<file path="src/rc4v_pkg.sv">
package rc4v_pkg;

    localparam int MAX_KEY_BYTES = 16;
    localparam int KS_MODULUS    = 246;

    localparam logic OP_INIT    = 1'b0;
    localparam logic OP_ENCRYPT = 1'b1;

    localparam logic [1:0] REG_KEY_LOW  = 2'd0;
    localparam logic [1:0] REG_KEY_HIGH = 2'd1;
    localparam logic [1:0] REG_KEY_LEN  = 2'd2;

    typedef struct packed {
        logic       opcode;
        logic [7:0] data_byte;
        logic       last_byte;
    } in_word_t;

    typedef struct packed {
        logic [7:0] cipher_byte;
        logic       last_out;
    } out_word_t;

    typedef enum logic [3:0] {
        ST_FILL,
        ST_IDLE,
        ST_KS_RD_I,
        ST_KS_RD_J,
        ST_KS_WR_I,
        ST_KS_WR_J,
        ST_EN_RD_I,
        ST_EN_RD_J,
        ST_EN_WR_I,
        ST_EN_WR_J,
        ST_EN_RD_K,
        ST_EN_OUT
    } state_t;

endpackage

</file>
<file path="src/rc4v_ram.sv">
module rc4v_ram #(
    parameter int WIDTH = 8,
    parameter int DEPTH = 256,
    localparam int AddrW = $clog2(DEPTH)
) (
    input  logic             aclk,
    input  logic             we,
    input  logic [AddrW-1:0] waddr,
    input  logic [WIDTH-1:0] wdata,
    input  logic             re,
    input  logic [AddrW-1:0] raddr,
    output logic [WIDTH-1:0] rdata
);

    logic [WIDTH-1:0] mem [DEPTH];
    logic [WIDTH-1:0] rdata_reg;

    // write port, and a registered read that holds when not enabled
    always_ff @(posedge aclk) begin
        if (we) begin
            mem[waddr] <= wdata;
        end
        if (re) begin
            rdata_reg <= mem[raddr];
        end
    end

    assign rdata = rdata_reg;

endmodule

</file>
<file path="src/rc4_variant_stream_cipher_core.sv">
// Encrypt word: accepted in idle, then five ordered accesses to the single-read, single-write
// permutation memory and the output state, which loads the output register once it is free;
// only back in the idle state is the next word taken.
// Init word: an identity fill, then 256 key-schedule steps, each reading and swapping two entries
// (s_ready returns after the last step); init produces no output word.
// Reset (aresetn low, synchronous): an identity fill of the memory then runs with
// s_ready low; configuration writes are taken throughout the fill.
module rc4_variant_stream_cipher_core (
    input  logic               aclk,
    input  logic               aresetn,
    input  logic               s_valid,
    output logic               s_ready,
    input  rc4v_pkg::in_word_t  s_data,
    output logic               m_valid,
    input  logic               m_ready,
    output rc4v_pkg::out_word_t m_data,
    input  logic               cfg_valid,
    output logic               cfg_ready,
    input  logic [1:0]         cfg_index,
    input  logic [63:0]        cfg_data
);
    import rc4v_pkg::*;

    state_t     state_reg, state_next;
    logic       init_flag_reg, init_flag_next;
    logic [7:0] n_reg, n_next;
    logic [3:0] key_idx_reg, key_idx_next;
    logic [7:0] i_reg, i_next;
    logic [7:0] j_reg, j_next;
    logic [7:0] si_reg, si_next;
    logic [8:0] sum_reg, sum_next;
    logic [7:0] data_reg, data_next;
    logic       last_reg, last_next;
    logic [63:0] key_low_reg, key_high_reg;
    logic [4:0]  key_len_reg;
    logic        out_valid_reg, out_valid_next;
    out_word_t   out_data_reg, out_data_next;

    logic         mem_we, mem_re;
    logic [7:0]   mem_waddr, mem_wdata, mem_raddr, mem_rdata;
    logic [4:0]   used_len;
    logic [127:0] key_all;
    logic [7:0]   key_byte;
    logic [7:0]   j_step;
    logic [8:0]   pair_sum;
    logic         s_fire, out_free;

    rc4v_ram #(.WIDTH(8), .DEPTH(256)) u_perm_ram (
        .aclk  (aclk),
        .we    (mem_we),
        .waddr (mem_waddr),
        .wdata (mem_wdata),
        .re    (mem_re),
        .raddr (mem_raddr),
        .rdata (mem_rdata)
    );

    assign s_ready   = (state_reg == ST_IDLE);
    assign s_fire    = s_valid && s_ready;
    assign cfg_ready = 1'b1;
    assign m_valid   = out_valid_reg;
    assign m_data    = out_data_reg;
    assign out_free  = !out_valid_reg || m_ready;

    // clamp key length into 1..MAX_KEY_BYTES
    always_comb begin
        if (key_len_reg == 5'd0) begin
            used_len = 5'd1;
        end else if (key_len_reg > 5'(MAX_KEY_BYTES)) begin
            used_len = 5'(MAX_KEY_BYTES);
        end else begin
            used_len = key_len_reg;
        end
    end

    assign key_all  = {key_high_reg, key_low_reg};
    assign key_byte = key_all[{key_idx_reg, 3'b000} +: 8];
    assign j_step   = j_reg + mem_rdata + (key_byte ^ n_reg);
    assign pair_sum = {1'b0, mem_rdata} + {1'b0, si_reg};

    // next state
    always_comb begin
        state_next = state_reg;
        case (state_reg)
            ST_FILL: begin
                if (n_reg == 8'hFF) begin
                    state_next = init_flag_reg ? ST_KS_RD_I : ST_IDLE;
                end
            end
            ST_IDLE: begin
                if (s_fire) begin
                    state_next = (s_data.opcode == OP_INIT) ? ST_FILL : ST_EN_RD_I;
                end
            end
            ST_KS_RD_I: state_next = ST_KS_RD_J;
            ST_KS_RD_J: state_next = ST_KS_WR_I;
            ST_KS_WR_I: state_next = ST_KS_WR_J;
            ST_KS_WR_J: state_next = (n_reg == 8'hFF) ? ST_IDLE : ST_KS_RD_I;
            ST_EN_RD_I: state_next = ST_EN_RD_J;
            ST_EN_RD_J: state_next = ST_EN_WR_I;
            ST_EN_WR_I: state_next = ST_EN_WR_J;
            ST_EN_WR_J: state_next = ST_EN_RD_K;
            ST_EN_RD_K: state_next = ST_EN_OUT;
            ST_EN_OUT: begin
                if (out_free) begin
                    state_next = ST_IDLE;
                end
            end
            default: state_next = ST_IDLE;
        endcase
    end

    // memory accesses and datapath updates
    always_comb begin
        mem_we         = 1'b0;
        mem_waddr      = n_reg;
        mem_wdata      = n_reg;
        mem_re         = 1'b0;
        mem_raddr      = n_reg;
        init_flag_next = init_flag_reg;
        n_next         = n_reg;
        key_idx_next   = key_idx_reg;
        i_next         = i_reg;
        j_next         = j_reg;
        si_next        = si_reg;
        sum_next       = sum_reg;
        data_next      = data_reg;
        last_next      = last_reg;
        out_valid_next = out_valid_reg && !m_ready;
        out_data_next  = out_data_reg;
        case (state_reg)
            ST_FILL: begin
                // write identity, one entry a cycle
                mem_we = 1'b1;
                n_next = n_reg + 8'd1;
                if (n_reg == 8'hFF) begin
                    j_next       = 8'd0;
                    key_idx_next = 4'd0;
                end
            end
            ST_IDLE: begin
                if (s_fire) begin
                    data_next = s_data.data_byte;
                    last_next = s_data.last_byte;
                    if (s_data.opcode == OP_INIT) begin
                        init_flag_next = 1'b1;
                        n_next         = 8'd0;
                    end else begin
                        i_next = i_reg + 8'd1;
                    end
                end
            end
            ST_KS_RD_I: begin
                mem_re    = 1'b1;
                mem_raddr = n_reg;
            end
            ST_KS_RD_J: begin
                // mix in the key byte and fetch the partner entry
                j_next    = j_step;
                si_next   = mem_rdata;
                mem_re    = 1'b1;
                mem_raddr = j_step;
            end
            ST_KS_WR_I: begin
                mem_we    = 1'b1;
                mem_waddr = n_reg;
                mem_wdata = mem_rdata;
            end
            ST_KS_WR_J: begin
                mem_we    = 1'b1;
                mem_waddr = j_reg;
                mem_wdata = si_reg;
                n_next    = n_reg + 8'd1;
                if ({1'b0, key_idx_reg} == used_len - 5'd1) begin
                    key_idx_next = 4'd0;
                end else begin
                    key_idx_next = key_idx_reg + 4'd1;
                end
                if (n_reg == 8'hFF) begin
                    i_next         = 8'd0;
                    init_flag_next = 1'b0;
                end
            end
            ST_EN_RD_I: begin
                mem_re    = 1'b1;
                mem_raddr = i_reg;
            end
            ST_EN_RD_J: begin
                j_next    = j_reg + mem_rdata;
                si_next   = mem_rdata;
                mem_re    = 1'b1;
                mem_raddr = j_reg + mem_rdata;
            end
            ST_EN_WR_I: begin
                // swap first half, and first reduction step of the keystream index
                mem_we    = 1'b1;
                mem_waddr = i_reg;
                mem_wdata = mem_rdata;
                sum_next  = (pair_sum >= 9'(KS_MODULUS)) ? pair_sum - 9'(KS_MODULUS)
                                                         : pair_sum;
            end
            ST_EN_WR_J: begin
                mem_we    = 1'b1;
                mem_waddr = j_reg;
                mem_wdata = si_reg;
                sum_next  = (sum_reg >= 9'(KS_MODULUS)) ? sum_reg - 9'(KS_MODULUS)
                                                        : sum_reg;
            end
            ST_EN_RD_K: begin
                mem_re    = 1'b1;
                mem_raddr = sum_reg[7:0];
            end
            ST_EN_OUT: begin
                // hold until the output register is free
                if (out_free) begin
                    out_valid_next            = 1'b1;
                    out_data_next.cipher_byte = data_reg ^ mem_rdata;
                    out_data_next.last_out    = last_reg;
                end
            end
            default: ;
        endcase
    end

    // registers
    always_ff @(posedge aclk) begin
        if (!aresetn) begin
            state_reg     <= ST_FILL;
            init_flag_reg <= 1'b0;
            n_reg         <= 8'd0;
            key_idx_reg   <= 4'd0;
            i_reg         <= 8'd0;
            j_reg         <= 8'd0;
            out_valid_reg <= 1'b0;
            key_low_reg   <= 64'd0;
            key_high_reg  <= 64'd0;
            key_len_reg   <= 5'd1;
        end else begin
            state_reg     <= state_next;
            init_flag_reg <= init_flag_next;
            n_reg         <= n_next;
            key_idx_reg   <= key_idx_next;
            i_reg         <= i_next;
            j_reg         <= j_next;
            out_valid_reg <= out_valid_next;
            if (cfg_valid && cfg_ready) begin
                case (cfg_index)
                    REG_KEY_LOW:  key_low_reg  <= cfg_data;
                    REG_KEY_HIGH: key_high_reg <= cfg_data;
                    REG_KEY_LEN:  key_len_reg  <= cfg_data[4:0];
                    default: ;
                endcase
            end
        end
        si_reg       <= si_next;
        sum_reg      <= sum_next;
        data_reg     <= data_next;
        last_reg     <= last_next;
        out_data_reg <= out_data_next;
    end

endmodule

</file>
<file path="config.mk">
export PLATFORM = sky130hd
export DESIGN_NAME = rc4_variant_stream_cipher_core
export DESIGN_NICKNAME = d
export VERILOG_FILES = /design/src/rc4v_pkg.sv /design/src/rc4v_ram.sv /design/src/rc4_variant_stream_cipher_core.sv
export SDC_FILE = /design/constraint.sdc
export NUM_CORES = 2
export LEC_CHECK = 0
export ABC_CLOCK_PERIOD_IN_PS = 7800
export CORE_UTILIZATION = 45
export DETAILED_ROUTE_END_ITERATION = 10
export DONT_BUFFER_PORTS = 1
export GPL_TIMING_DRIVEN = 0
export SKIP_LAST_GASP = 1
export SLEW_MARGIN = 40
export SYNTH_ARGS = -nofsm -noshare
export SYNTH_HDL_FRONTEND = slang
export SYNTH_HIERARCHICAL = 1
export SYNTH_SLANG_ARGS = --single-unit
export TNS_END_PERCENT = 20
</file>
<file path="constraint.sdc">
create_clock -name aclk -period 7.8 [get_ports aclk]
set_input_delay 0.39 -clock aclk [delete_from_list [all_inputs] [get_ports aclk]]
set_output_delay 0.39 -clock aclk [all_outputs]
set_load 0.005 [all_outputs]
</file>
==> summary.txt <==
Clocking
  – CTS tree: done
  – Clk_lat worst skew: 0.87 ns
  – Max Root-Sink Buffers: 3
  – CTS Buf Count: 222
  – Worst-path clk slew: 0.06 ns
  – CTS H-Tree Depth: 4
  – Root Buffer: clkbuf_16
  – Clock Sinks: 2258

Setup path
  – CP cell instances: clkbuf_1 -> clkbuf_1 -> mux4_2 -> mux4_2 -> xor2_1 -> ha_1 -> fa_1 -> a21o_1 -> a21oi_1 -> o21bai_1 -> a21oi_1 -> xnor2_1 -> a32oi_1 -> a31oi_1 -> clkbuf_2 -> and3b_1 -> clkbuf_1 -> o221ai_1 -> a21oi_1 -> o22ai_2 -> nor4_2 -> nor4_4
  – CP bufs+invs: 4
  – Nature of the critical path endpoint: flip-flop
  – Startpoint types: flip-flop
  – Critical path required time: 8.36 ns
  – CP top delay family: compound AO/OA/AOI/OAI gates
  – Crit path max fanout: 10
  – Worst Path Arrival: 8.44 ns
  – Crit path kind: flip-flop to flip-flop
  – Critical-path top delay cell: nor4_2
  – Max stage delay on crit path: 0.76 ns

Timing
  – Worst slew pin tran: 1.22 ns
  – Pins Over Slew Limit: 0
  – Unrepaired setup endpoints after global routing: yes
  – Slew margin rel.: 17.9%
  – Clock Skew: 0.0451 ns
  – Crit share post-route: 101%
  – # setup viols final: 3
  – Fin worst setup slack: -0.0767 ns
  – Fmax: 127 MHz
  – Hold Fails Final Rpt: 0
  – Period minus WS final: 7.88 ns
  – Hold WS: 0.0669 ns

Finish
  – Total Nets Final: 5399
  – Non-Filler Instances: 8132
  – Layout cells sized above 1: 23.6%
  – Design area: 0.104 mm^2
  – Layout area overhead: 15.0%
  – Largest register FFs: 2048

Die
  – Die Ht: 450 um
  – DIE WIDTH: 450 um
  – Num rows: 164
  – Core area: 0.200 mm^2
  – Initial core utilization: 45.3%
  – Io pins: 93
  – Area of the die: 0.203 mm^2

Global route
  – GR Overflow Total: 0
  – Vias in the first global route: 49575
  – First-pass GRT wire length: 387000 um
  – Global Route Usage Sum: 27.5%
  – Largest net degree at the start of global routing: 61
  – Initial antenna violation count: 14

Yosys
  – Register bit total from synthesis: 2258
  – Async SR Flop Fraction: 0%
  – Area contributors post-synth: edfxtp_1 69%, mux4_2 12%, dfxtp_1 3.7%, mux2i_1 1.6%, nand2_1 1.4%
  – Cells after Synth: 4922
  – Syn nets: 5034
  – Most common cell in the synthesized netlist: edfxtp_1
  – Ys Warns: 6
  – Post-synth EDFFs: 2091
  – Synth cell types: 81
  – Synth area leader: edfxtp_1
  – Post-synthesis sequential area ratio: 73.2%
  – Area share of the largest cell type after synthesis: 69.5%
  – Main flop type after synthesis: edfxtp_1
  – Post-synth top cells: 2091 x edfxtp_1, 494 x mux4_2, 348 x nand2_1, 330 x nor2_1, 172 x clkbuf_1
  – Mean post-synth cell area: 18.4 um^2
  – Post-Syn Area: 0.0904 mm^2

Placement
  – Port Buffers: 0
  – Number of cells after detailed placement: 7636
  – Post-DP HPWL: 196000 um
  – RePlAce Congestion: 0.972
  – DP Area: 0.0955 mm^2

Route
  – Per-cell routed wire length: 34.6 um
  – Final WL: 281000 um
  – Initial DRC count: 7158
  – DRC violations left: 0
  – Vias/cell: 6.31
  – Vias: 51303
  – Routed Antenna Nets: 0
  – Initial DRT Pass Iterations: 8

Outcome
  – Status: finished, violations left
  – Violations in the final reports: setup timing

Power and ir drop
  – Cell area power density: 246 mW/mm^2
  – Lkg Pwr: 32.1 nW
  – Peak supply drop: 223 uV

Min path
  – Class of the worst hold path: input pin to flip-flop

Flow run
  – Max Cap Violations: 0
-- stage by stage --
step | TNS (ns) | setup WS, ns | total power (W) | utilization, %
final | -0.197 | -0.0767 | 0.0255 | 52.1
after detailed placement | -3.49 | -0.679 | 0.0149 | 47.8
after global routing | -0.435 | -0.137 | 0.0261 | 52.1
after global placement | -5009.23 | -2.88 | 0.0149 | 46.9
after CTS | -0.496 | -0.133 | 0.0256 | 51.9
after floorplan | 0 | 1.97 | 0.0142 | -
-- cell families after synthesis --
family | Yosys count | synth area share, %
AO/OA/AOI/OAI | 672 | 5.26
XOR/XNOR | 49 | 0.475
adder cells (fa/ha/maj) | 31 | 0.454
buffers and inverters | 334 | 2.04
flip-flops | 2258 | 73.2
multiplexers | 643 | 14.0
other | 1 | 0.00415
AND/OR/NAND/NOR | 934 | 4.60
-- area by class of cell --
type | count | area (um^2)
clock buffers | 276 | 5950
well taps | 2656 | 3320
flip-flops and latches | 2258 | 66100
inverters | 24 | 90.1
fillers | 15748 | 95700
diodes | 1 | 2.50
multi-input cells | 2330 | 23300
plain buffers | 310 | 1860
clock inverters | 136 | 1370
repair buffers | 141 | 1950
-- final timing paths --
kind                               startpoint  cells past startpoint  slack, ns                             to
setup / recovery  key_idx_reg[1]$_SDFFE_PN0P_                     22      -0.08  u_perm_ram/rdata[6]$_DFFE_PP_
setup reg to reg  key_idx_reg[1]$_SDFFE_PN0P_                     22      -0.08  u_perm_ram/rdata[6]$_DFFE_PP_
hold / removal                        s_valid                      2       0.07          data_reg[2]$_DFFE_PP_
hold reg to reg            last_reg$_DFFE_PP_                      0       0.44            m_data[0]$_DFFE_PP_
-- power breakdown --
| group | leakage, nW | internal [W] | switching [W] |
|---|---|---|---|
| clock network | 3.57 | 0.00619 | 0.00460 |
| logic | 8.22 | 0.000506 | 0.00104 |
| registers | 20.3 | 0.0132 | 0.0000197 |
| total | 32.1 | 0.0199 | 0.00566 |
-- layer usage --
| metal | track usage (%) | wire length [um] | vias up | share of wire, % |
|---|---|---|---|---|
| met1 | 36.8 | 107000 | 26957 | 38 |
| met2 | 41.6 | 127000 | 3055 | 45 |
| met5 | 0.237 | 146 | - | 0.052 |
| li1 | - | - | 20651 | - |
| met3 | 8.28 | 32900 | 626 | 12 |
| met4 | 12.1 | 14100 | 14 | 5.0 |
-- cell usage in the layout, fill, tap and decap left out, types with 49 or more instances in the layout --
master,instances
edfxtp_1,2091
mux4_2,494
nand2_1,348
clkbuf_16,227
nor2_1,169
dfxtp_1,167
nor2_2,160
clkbuf_1,147
a22oi_1,146
mux2i_1,146
a21boi_0,136
a21oi_1,125
dlygate4sd3_1,83
clkbuf_2,61
buf_2,52
clkinv_1,49
-- timing repair --
item	in CTS	in global routing
buffers inserted	0	0
gates resized for setup	9	19
pin swaps	0	0
hold buffers	83	0
endpoints found under the hold margin	155	0
setup endpoints to repair	8	8
Power figures use the tool's default switching activity.
